$ cat src/bcob_pkg.sv
// ----------------------------------------------------------------------------
// bcob_pkg
// Shared types, sizes and codes of the banked CSR offset builder.
// ----------------------------------------------------------------------------
package bcob_pkg;

    // Sizing
    localparam int MAX_BANKS         = 4;
    localparam int VERTEX_RANGE      = 4096;
    localparam int VERTICES_PER_BANK = 1024;
    localparam int COUNT_WIDTH       = 24;

    localparam int VERTEX_BITS = $clog2(VERTEX_RANGE);
    localparam int BANK_BITS   = (MAX_BANKS > 1) ? $clog2(MAX_BANKS) : 1;
    localparam int DEPTH       = MAX_BANKS * VERTEX_RANGE;
    localparam int ADDR_BITS   = $clog2(DEPTH);

    // Field widths of the ports
    localparam int OP_W         = 2;
    localparam int VID_IN_W     = 16;
    localparam int RBANK_W      = 2;
    localparam int BANK_W       = 2;
    localparam int VID_W        = 12;
    localparam int CNT_W        = 24;
    localparam int VCNT_W       = 13;
    localparam int BANKS_CFG_W  = 3;
    localparam int VCOUNT_CFG_W = 12;
    localparam int CFG_IDX_W    = 2;
    localparam int CFG_DATA_W   = 12;

    localparam logic [COUNT_WIDTH-1:0] COUNT_MAX  = '1;
    localparam logic [VCNT_W-1:0]      VCOUNT_MAX = '1;

    // Operation codes
    localparam logic [OP_W-1:0] OP_EDGE     = 2'd0;
    localparam logic [OP_W-1:0] OP_FINALIZE = 2'd1;
    localparam logic [OP_W-1:0] OP_READ     = 2'd2;

    // Configuration register indexes
    localparam logic [CFG_IDX_W-1:0] CFG_BANKS_IN_USE = 2'd0;
    localparam logic [CFG_IDX_W-1:0] CFG_VERTEX_COUNT = 2'd1;
    localparam logic [CFG_IDX_W-1:0] CFG_DST_FIRST    = 2'd2;

    typedef enum logic [1:0] {
        STAT_OK        = 2'd0,
        STAT_SRC_RANGE = 2'd1,
        STAT_DST_RANGE = 2'd2,
        STAT_BAD_BANK  = 2'd3
    } t_status;

    typedef enum logic [1:0] {
        S_CLEAR,
        S_IDLE,
        S_EXEC,
        S_WALK
    } t_state;

    typedef struct packed {
        logic [OP_W-1:0]     op;
        logic [VID_IN_W-1:0] first_vertex;
        logic [VID_IN_W-1:0] second_vertex;
        logic [RBANK_W-1:0]  read_bank;
    } t_item;

    typedef struct packed {
        logic [BANK_W-1:0] bank;
        logic [VID_W-1:0]  src_vertex;
        logic [VID_W-1:0]  dst_vertex;
        logic [CNT_W-1:0]  edge_offset;
        logic [CNT_W-1:0]  out_degree;
        logic [VCNT_W-1:0] bank_vertices;
        logic [CNT_W-1:0]  bank_edges;
        t_status           status;
    } t_result;

    typedef struct packed {
        logic capture;
        logic clear_step;
        logic walk_step;
        logic respond;
    } t_ctrl_cmd;

    typedef struct packed {
        logic clear_last;
        logic walk_last;
        logic walk_needed;
    } t_dp_stat;

endpackage

$ cat src/bcob_ctrl.sv
// ----------------------------------------------------------------------------
// bcob_ctrl
// Sequencer: memory clearing pass, item capture, offset walk and response.
// ----------------------------------------------------------------------------
module bcob_ctrl (
    input  logic                i_clk,
    input  logic                i_rst_n,
    input  logic                start,
    input  bcob_pkg::t_dp_stat  i_stat,
    output bcob_pkg::t_ctrl_cmd o_cmd,
    output logic                busy
);

    bcob_pkg::t_state r_state;
    bcob_pkg::t_state n_state;

    always_ff @(posedge i_clk) begin
        if (!i_rst_n) begin
            r_state <= bcob_pkg::S_CLEAR;
        end else begin
            r_state <= n_state;
        end
    end

    always_comb begin
        n_state = r_state;
        case (r_state)
            bcob_pkg::S_CLEAR: begin
                if (i_stat.clear_last) begin
                    n_state = bcob_pkg::S_IDLE;
                end
            end
            bcob_pkg::S_IDLE: begin
                if (start) begin
                    n_state = i_stat.walk_needed ? bcob_pkg::S_WALK : bcob_pkg::S_EXEC;
                end
            end
            bcob_pkg::S_WALK: begin
                if (i_stat.walk_last) begin
                    n_state = bcob_pkg::S_EXEC;
                end
            end
            bcob_pkg::S_EXEC: begin
                n_state = bcob_pkg::S_IDLE;
            end
            default: begin
                n_state = bcob_pkg::S_CLEAR;
            end
        endcase
    end

    always_comb begin
        o_cmd            = '0;
        busy             = 1'b1;
        case (r_state)
            bcob_pkg::S_CLEAR: begin
                o_cmd.clear_step = 1'b1;
            end
            bcob_pkg::S_IDLE: begin
                busy          = 1'b0;
                o_cmd.capture = start;
            end
            bcob_pkg::S_WALK: begin
                o_cmd.walk_step = 1'b1;
            end
            bcob_pkg::S_EXEC: begin
                o_cmd.respond = 1'b1;
            end
            default: begin
                o_cmd = '0;
            end
        endcase
    end

endmodule

$ cat config.mk
export PLATFORM = sky130hd
export DESIGN_NAME = bcob_ctrl
export DESIGN_NICKNAME = d
export VERILOG_FILES = /design/src/bcob_pkg.sv /design/src/bcob_ctrl.sv
export SDC_FILE = /design/constraint.sdc
export NUM_CORES = 1
export LEC_CHECK = 0
export BUFFER_PORTS_ARGS = -buffer_cell sky130_fd_sc_hd__buf_2
export CAP_MARGIN = 20
export CORE_AREA = 5 5 42 44
export DETAILED_ROUTE_END_ITERATION = 16
export DIE_AREA = 0 0 47 49
export PLACE_DENSITY = 0.38
export REMOVE_ABC_BUFFERS = 1
export SKIP_LAST_GASP = 1
export SYNTH_ARGS = -nofsm -noshare
export SYNTH_HDL_FRONTEND = slang
export SYNTH_SLANG_ARGS = --single-unit
$ cat constraint.sdc
create_clock -name i_clk -period 0.99 [get_ports i_clk]
set_input_delay 0 -clock i_clk [delete_from_list [all_inputs] [get_ports i_clk]]
set_output_delay 0 -clock i_clk [all_outputs]
set_load 0.005 [all_outputs]
==> impl_metrics.env, run 1 <==
export IMPL_maxSlewHeadroom_pct=77.4
export IMPL_wire_per_inst_um=9.00
export IMPL_reg_largest_list="r_state x2"
export IMPL_grt_start_max_net_pins=6
export IMPL_critPathMaxFanout=4
export IMPL_synth_cell_types=10
export IMPL_power_density_nw_per_um2=1300
export IMPL_overflow=0
export IMPL_grt_pass1_vias=180
export IMPL_r2r_slack_ns=0.03
export IMPL_place_congestion=0.665
export IMPL_cts_sinks=2
export IMPL_fin_nets=38
export IMPL_fin_util_pct=19.6
export IMPL_fin_cells=46
export IMPL_ir_drop_mv=0.505
export IMPL_first_iter_violations=1
export IMPL_clkTransAtPathRegs_ns=0.03
export IMPL_vias_per_cell=3.39
export IMPL_final_cell_mix="buf_2 (10), clkbuf_4 (3), inv_1 (2), buf_4 (2), dfxtp_2 (2)"
export IMPL_grt_usage_pct=4.99
export IMPL_synthCells=13
export IMPL_core_area_um2=1400
export IMPL_ys_ff_latch=2
export IMPL_setup_viol=0
export IMPL_clockBufferDepth=2
export IMPL_layout_commonest_cell="buf_2"
export IMPL_drtAntennaViolNets=0
export IMPL_wl_um=414
export IMPL_max_freq_mhz=1030
export IMPL_final_hold_viol_count=0
export IMPL_antenna_found_initial=0
export IMPL_post_route_drc_count=0
export IMPL_power_total_uw=357
export IMPL_clkLatencyLatePin_ns=0.23
export IMPL_syn_to_final_growth_pct=133
export IMPL_cp_top_family="flip-flops"
export IMPL_start_util_pct=8.39
export IMPL_status="completed"
export IMPL_crit_slowest_cell="dfxtp_2"
export IMPL_drt_pre_antenna_iters=2
export IMPL_rows=14
export IMPL_drv_slew=0
export IMPL_finalCriticalPeriod_ns=0.970
export IMPL_die_area_um2=2300
export IMPL_dieWidth_um=47
export IMPL_cts_max_level=1
export IMPL_critPathMaxStageDelay_ns=0.32
export IMPL_antenna_diode_count=0
export IMPL_drive_gt1_share_pct=80.0
export IMPL_worstMarginPinSlew_ns=0.336
export IMPL_cp_required_ns=0.99
export IMPL_tns_ns=0
export IMPL_cp_arrival_ns=0.97
export IMPL_cts_tree="yes"
export IMPL_post_cts_setup_buffers=0
export IMPL_path_buf_inv=2
export IMPL_die_h_um=49
export IMPL_rsz0062_at_grt="yes"
export IMPL_largest_reg_flops=2
export IMPL_maxCapViolCount=0
export IMPL_fin_crit_sh_pct=97.9
export IMPL_yosys_warnings=0
export IMPL_endpoint_kind="output port"
export IMPL_netlist_area_um2=118
export IMPL_cp_cell_sequence="buf_6, nand2b_4, nor2_2, buf_2"
export IMPL_cts_inserted_buffers=3
export IMPL_critical_path_class="reg2out"
export IMPL_vias=156
export IMPL_syn_avg_cell_area_um2=9.05
export IMPL_clock_skew_ns=0.00279
export IMPL_io_pins=11
export IMPL_dpl_cell_count=42
export IMPL_regMostFlops="r_state"
export IMPL_power_leakage_nw=0.141
export IMPL_port_buffers=10
export IMPL_hold_path_class="in2reg"
export IMPL_clock_root_buffer="clkbuf_4"
export IMPL_hold_ws_ns=0.0423
export IMPL_critPathLaunchType="flip-flop"
export IMPL_ys_seq_area_share_pct=34.0
export IMPL_grt_pass1_wl_um=745
## where the power goes
part	switching, mW	internal [mW]	total (mW)
Combinational	0.0324	0.0480	0.0804
Sequential	0.00645	0.0883	0.0947
Clock	0.0477	0.134	0.181
Total	0.0865	0.270	0.357
## per-layer routing
metal	GRT usage (%)	wire, um	vias to the layer above
met5	0	0	-
met4	4.15	10	0
met3	4.80	88	2
met2	4.75	113	14
met1	6.11	200	60
li1	-	-	80
## synth_stat cells
| master | number | area (um^2) |
|---|---|---|
| nor2b_1 | 1 | 6.26 |
| o211a_1 | 1 | 10.0 |
| a2111oi_2 | 1 | 15.0 |
| nand2b_1 | 1 | 6.26 |
| nor3_1 | 1 | 5.00 |
| and4bb_1 | 1 | 12.5 |
| nor2_1 | 2 | 7.51 |
| inv_1 | 2 | 7.51 |
| and2_2 | 1 | 7.51 |
| dfxtp_1 | 2 | 40.0 |
## cells by family (layout without fill, tap and decap cells)
group           after synthesis  in the layout  synth area share [%]
buf+inv                       2             19                  6.39
compound gates                2              2                  21.3
flops                         2              2                  34.0
simple gates                  7              7                  38.3
## final cells by class
| cell class | instances | area, um^2 |
|---|---|---|
| fillers | 163 | 1130 |
| inverters | 2 | 7.51 |
| well taps | 16 | 20.0 |
| multi-input cells | 9 | 95.1 |
| clock buffers | 3 | 22.5 |
| flip-flops and latches | 2 | 42.5 |
| repair buffers | 14 | 86.3 |
## metrics by stage
step           setup slack, ns  area (um^2)
3_5_place_dp          0.000633          210
3_3_place_gp            0.0315          210
6_report                0.0205          274
2_1_floorplan           0.0289          118
5_1_grt                -0.0356          274
4_1_cts                -0.0169          269
## path summary, 6_finish.rpt
check                   from          to  cells past startpoint
hold / removal       i_rst_n  r_state[1]                      2
setup / recovery  r_state[1]    o_cmd[3]                      4
setup reg to reg  r_state[1]  r_state[0]                      2
hold reg to reg   r_state[1]  r_state[1]                      2
## timing repair
action | in CTS | in global routing
pin swaps | 1 | 3
resized for setup | 5 | 3
hold buffers | 1 | 0
gates cloned | 0 | 0
endpoints found under the setup margin | 2 | 3
hold endpoints to repair | 1 | 0
Note: power is estimated with default switching activity, not from simulation.
==> run 2, diff against run 1 <==
--- a/config.mk
+++ b/config.mk
@@ -10,7 +10,7 @@
 export CORE_AREA = 5 5 42 44
 export DETAILED_ROUTE_END_ITERATION = 16
 export DIE_AREA = 0 0 47 49
-export PLACE_DENSITY = 0.38
+export PLACE_DENSITY = 0.3
 export REMOVE_ABC_BUFFERS = 1
 export SKIP_LAST_GASP = 1
 export SYNTH_ARGS = -nofsm -noshare
==> run 2 against run 1 <==
Effect of this change: design area down 0.91%; die area unchanged; setup slack worse by 0.0049 ns; routed wire length up 1.7%; combinational power down 2.6%; clock skew down 0.0014 ns; total power down 1.4%; sequential power about the same; critical path depth down 1; register-to-register slack about the same; clock-buffer cell count unchanged; critical endpoint is now r_state[0].
==> impl_metrics.env, run 2 (synthesized netlist as in run 1, its figures left out) <==
export IMPL_wire_per_inst_um=9.15
export IMPL_max_freq_mhz=1030
export IMPL_largest_reg_flops=2
export IMPL_dieWidth_um=47
export IMPL_fin_cells=46
export IMPL_grt_pass1_wl_um=690
export IMPL_critical_path_class="reg2reg"
export IMPL_ir_drop_mv=0.449
export IMPL_clkLatencyLatePin_ns=0.22
export IMPL_die_h_um=49
export IMPL_clockBufferDepth=2
export IMPL_maxCapViolCount=0
export IMPL_clock_root_buffer="clkbuf_4"
export IMPL_final_cell_mix="buf_2 (10), clkbuf_4 (3), inv_1 (2), buf_4 (2), dfxtp_2 (2)"
export IMPL_setup_slack_ns=0.0156
export IMPL_final_seq_area_um2=42.5
export IMPL_critPathLaunchType="flip-flop"
export IMPL_clock_skew_ns=0.00144
export IMPL_drt_pre_antenna_iters=1
export IMPL_grt_pass1_vias=198
export IMPL_final_area_um2=272
export IMPL_fin_util_pct=19.4
export IMPL_clkTransAtPathRegs_ns=0.03
export IMPL_port_buffers=10
export IMPL_core_area_um2=1400
export IMPL_dpl_cell_count=41
export IMPL_grt_usage_pct=4.57
export IMPL_hpwlAfterDp_um=338
export IMPL_hold_ws_ns=0.0240
export IMPL_drv_slew=0
export IMPL_rows=14
export IMPL_place_area_um2=203
export IMPL_place_congestion=0.758
export IMPL_regMostFlops="r_state"
export IMPL_cts_max_level=1
export IMPL_start_util_pct=8.39
export IMPL_grt_start_max_net_pins=6
export IMPL_endpoint_kind="flip-flop"
export IMPL_fill_cells=165
export IMPL_cts_inserted_buffers=3
export IMPL_vias=156
export IMPL_fin_crit_sh_pct=98.4
export IMPL_overflow=0
export IMPL_die_area_um2=2300
export IMPL_antenna_diode_count=0
export IMPL_cp_cell_sequence="buf_4, nor3_1, a2111oi_4"
export IMPL_first_iter_violations=0
export IMPL_critPathMaxFanout=4
export IMPL_reg_largest_list="r_state x2"
export IMPL_io_pins=11
export IMPL_multiInputGateArea_um2=92.6
export IMPL_antenna_found_initial=0
export IMPL_post_route_drc_count=0
export IMPL_cts_sinks=2
export IMPL_cp_required_ns=1.08
export IMPL_drtAntennaViolNets=0
export IMPL_dp_slack_ns=-0.0171
export IMPL_maxSlewHeadroom_pct=76.9
export IMPL_crit_slowest_cell="dfxtp_2"
export IMPL_drive_gt1_share_pct=73.3
export IMPL_syn_to_final_growth_pct=131
export IMPL_rsz0062_at_grt="yes"
export IMPL_power_density_nw_per_um2=1290
export IMPL_power_leakage_nw=0.144
export IMPL_worstMarginPinSlew_ns=0.344
export IMPL_vias_per_cell=3.39
export IMPL_cts_tree="yes"
export IMPL_wl_um=421
export IMPL_setup_viol=0
export IMPL_fin_nets=38
export IMPL_critPathMaxStageDelay_ns=0.33
export IMPL_finalCriticalPeriod_ns=0.974
export IMPL_cp_arrival_ns=1.06
export IMPL_final_hold_viol_count=0
export IMPL_layout_commonest_cell="buf_2"
export IMPL_hold_path_class="in2reg"
export IMPL_status="completed"
==> run 2: cell counts in the layout (fill, tap and decap cells not counted) <==
Identical to the previous run, type by type.
==> run 2: final timing paths <==
path	startpoint	endpoint	slack, ns	depth (start not counted)
min reg2reg	r_state[0]	r_state[1]	0.47	1
max reg2reg	r_state[1]	r_state[0]	0.02	3
min	i_rst_n	r_state[1]	0.02	2
max	r_state[1]	r_state[0]	0.02	3
==> run 2: metrics by stage <==
stage / TNS (ns) / power, mW
final: 0 / 0.351
after global routing: -0.0482 / 0.382
after CTS: -0.0129 / 0.359
after detailed placement: -0.0171 / 0.153
after global placement: 0 / 0.151
after floorplan: 0 / 0.117
==> run 2: layout make-up <==
cell class                      instances  share of cell area (%)
Inverter                                2                    2.76
Clock buffer                            3                    8.29
Timing Repair Buffer                   14                    31.8
Multi-Input combinational cell          9                    34.1
Sequential cell                         2                    15.7
Tap cell                               16                    7.37
==> run 2: where the power goes <==
| group | total (mW) | switching, mW | internal, mW |
|---|---|---|---|
| registers | 0.0948 | 0.00660 | 0.0882 |
| logic | 0.0783 | 0.0316 | 0.0467 |
| clock network | 0.178 | 0.0446 | 0.134 |
| total | 0.351 | 0.0829 | 0.269 |
==> run 2: routing by layer <==
metal / up-vias / GRT usage, % / wire [um]
li1: 80 / - / -
met1: 65 / 4.81 / 196
met4: 0 / 6.91 / 0
met5: - / 0 / 0
met3: 0 / 1.85 / 70
met2: 11 / 5.20 / 154
==> run 2: worst max-delay path, delay by kind of cell (launching register included) <==
kind,cells,cell delay [ns]
flops,1,0.33
simple gates,1,0.31
buf+inv,1,0.13
compound gates,1,0.07
==> run 2: what timing repair did <==
action,CTS,global route
hold endpoints to repair,1,0
cloned,0,0
setup endpoints to repair,2,2
buffers inserted,1,0
hold buffers,1,0
pin swaps,1,1
gates resized for setup,4,2
==> run 3, diff against run 2 <==
--- a/config.mk
+++ b/config.mk
@@ -7,10 +7,12 @@
 export LEC_CHECK = 0
 export BUFFER_PORTS_ARGS = -buffer_cell sky130_fd_sc_hd__buf_2
 export CAP_MARGIN = 20
+export CELL_PAD_IN_SITES_DETAIL_PLACEMENT = 1
+export CELL_PAD_IN_SITES_GLOBAL_PLACEMENT = 1
 export CORE_AREA = 5 5 42 44
 export DETAILED_ROUTE_END_ITERATION = 16
 export DIE_AREA = 0 0 47 49
-export PLACE_DENSITY = 0.3
+export PLACE_DENSITY = 0.37
 export REMOVE_ABC_BUFFERS = 1
 export SKIP_LAST_GASP = 1
 export SYNTH_ARGS = -nofsm -noshare
==> run 3 against run 2 <==
Effect of this change: routed wire length increased by 6.9%; critical endpoint unchanged; total power is 0.41% higher; clock power about the same; critical path type unchanged; clock-buffer cell count unchanged; first-iteration DRC count up 1; fmax rose by 1.8%; sequential share of layout area up 0.85 points; hold slack improved by 0.0090 ns; via count increased by 5.8%; utilization increased by 0.089 points; non-clock buffer count is 1 lower; clock skew barely moved.
==> impl_metrics.env, run 3 (synthesized netlist as in run 1, its figures left out) <==
export IMPL_fin_crit_sh_pct=96.7
export IMPL_fill_cells=171
export IMPL_grt_use_met2_pct=5.20
export IMPL_max_freq_mhz=1040
export IMPL_cts_tree="yes"
export IMPL_hpwlAfterDp_um=354
export IMPL_vias=165
export IMPL_drv_slew=0
export IMPL_power_total_uw=353
export IMPL_met1_usage_pct=4.81
export IMPL_place_congestion=0.618
export IMPL_syn_to_final_growth_pct=132
export IMPL_critPathLaunchType="flip-flop"
export IMPL_grtUsageMet3_pct=2.95
export IMPL_finalCriticalPeriod_ns=0.958
export IMPL_status="completed"
export IMPL_vias_per_cell=3.67
export IMPL_reg_largest_list="r_state x2"
export IMPL_post_route_drc_count=0
export IMPL_rows=14
export IMPL_wire_per_inst_um=10.0
export IMPL_regMostFlops="r_state"
export IMPL_layout_commonest_cell="buf_2"
export IMPL_grt_pass1_vias=173
export IMPL_die_h_um=49
export IMPL_core_area_um2=1400
export IMPL_drt_pre_antenna_iters=2
export IMPL_grt_start_max_net_pins=8
export IMPL_clkTransAtPathRegs_ns=0.03
export IMPL_cts_max_level=1
export IMPL_ir_drop_mv=0.328
export IMPL_clock_root_buffer="clkbuf_4"
export IMPL_clockBufferDepth=2
export IMPL_fin_nets=37
export IMPL_power_leakage_nw=0.140
export IMPL_drive_gt1_share_pct=72.4
export IMPL_drtAntennaViolNets=0
export IMPL_grt_usage_pct=4.36
export IMPL_maxSlewHeadroom_pct=76.3
export IMPL_antenna_found_initial=0
export IMPL_worstMarginPinSlew_ns=0.353
export IMPL_endpoint_kind="flip-flop"
export IMPL_critPathMaxFanout=7
export IMPL_clock_skew_ns=0.00138
export IMPL_antenna_diode_count=0
export IMPL_hold_path_class="in2reg"
export IMPL_cts_sinks=2
export IMPL_die_area_um2=2300
export IMPL_grt_busiest_layer="met2"
export IMPL_overflow=0
export IMPL_tns_ns=0
export IMPL_final_hold_viol_count=0
export IMPL_io_pins=11
export IMPL_final_cell_mix="buf_2 (10), clkbuf_4 (3), inv_1 (2)"
export IMPL_start_util_pct=8.39
export IMPL_power_density_nw_per_um2=1290
export IMPL_first_iter_violations=1
export IMPL_grt_pass1_wl_um=683
export IMPL_cts_inserted_buffers=3
export IMPL_cp_required_ns=1.10
export IMPL_maxCapViolCount=0
export IMPL_clkLatencyLatePin_ns=0.22
export IMPL_setup_viol=0
export IMPL_dieWidth_um=47
export IMPL_largest_reg_flops=2
export IMPL_wl_um=450
export IMPL_port_buffers=10
export IMPL_cp_arrival_ns=1.07
export IMPL_critical_path_class="reg2reg"
==> run 3: cell count changes in the layout (fill, tap and decap cells not counted) <==
cell | previous run | this run
nor2_4 | 0 | 1
and2_4 | 0 | 1
buf_4 | 2 | 1
dfxtp_2 | 2 | 1
and2_2 | 1 | 0
nor2_2 | 1 | 0
dfxtp_4 | 0 | 1
==> run 3: metrics by stage <==
step | instance area (um^2) | hold slack, ns | utilization (%) | worst slack (ns) | std cells
floorplan | 118 | 0.0707 | - | 0.0289 | 13
global placement | 203 | 0.190 | 14.5 | -0.000212 | 41
detailed placement | 203 | 0.200 | 14.5 | -0.00422 | 41
CTS | 241 | 0.0173 | 17.2 | 0.000712 | 44
global route | 273 | 0.0415 | 19.5 | -0.0181 | 45
finish | 273 | 0.0329 | 19.5 | 0.0325 | 45
==> run 3: what timing repair did <==
action	CTS	global route
setup buffers	0	1
hold endpoints to repair	1	0
setup endpoints to repair	3	2
hold buffers	1	0
resized for setup	4	5
pin swaps	1	3
==> run 3: layout make-up <==
cell class / instances / area [um^2] / area share [%]
sequential: 2 / 45.0 / 16.5
timing repair buffer: 13 / 78.8 / 28.9
tap: 16 / 20.0 / 7.34
multi-input combinational: 9 / 98.8 / 36.2
clock buffer: 3 / 22.5 / 8.26
inverter: 2 / 7.51 / 2.75
==> run 3: worst max-delay path, cell delays in order, from the launching register on <==
cell and delay, ns:
dfxtp_4 0.35, and2_4 0.17, a2111oi_4 0.33
==> run 3: final timing paths <==
path,startpoint,endpoint,slack [ns],cells after the start
setup / recovery,r_state[1],r_state[0],0.03,2
hold / removal,i_rst_n,r_state[1],0.03,2
setup reg to reg,r_state[1],r_state[0],0.03,2
hold reg to reg,r_state[1],r_state[1],0.55,1
==> run 3: where the power goes <==
group,internal (mW),total (mW),switching (mW),leakage (nW)
Sequential,0.0866,0.0936,0.00704,0.0175
Combinational,0.0499,0.0847,0.0348,0.108
Clock,0.133,0.175,0.0413,0.0138
==> run 3: routing by layer <==
layer / vias to the layer above / part of all wire, %
met3: 0 / 15
met2: 11 / 43
li1: 79 / -
met1: 75 / 42
met4: 0 / 0
met5: - / 0
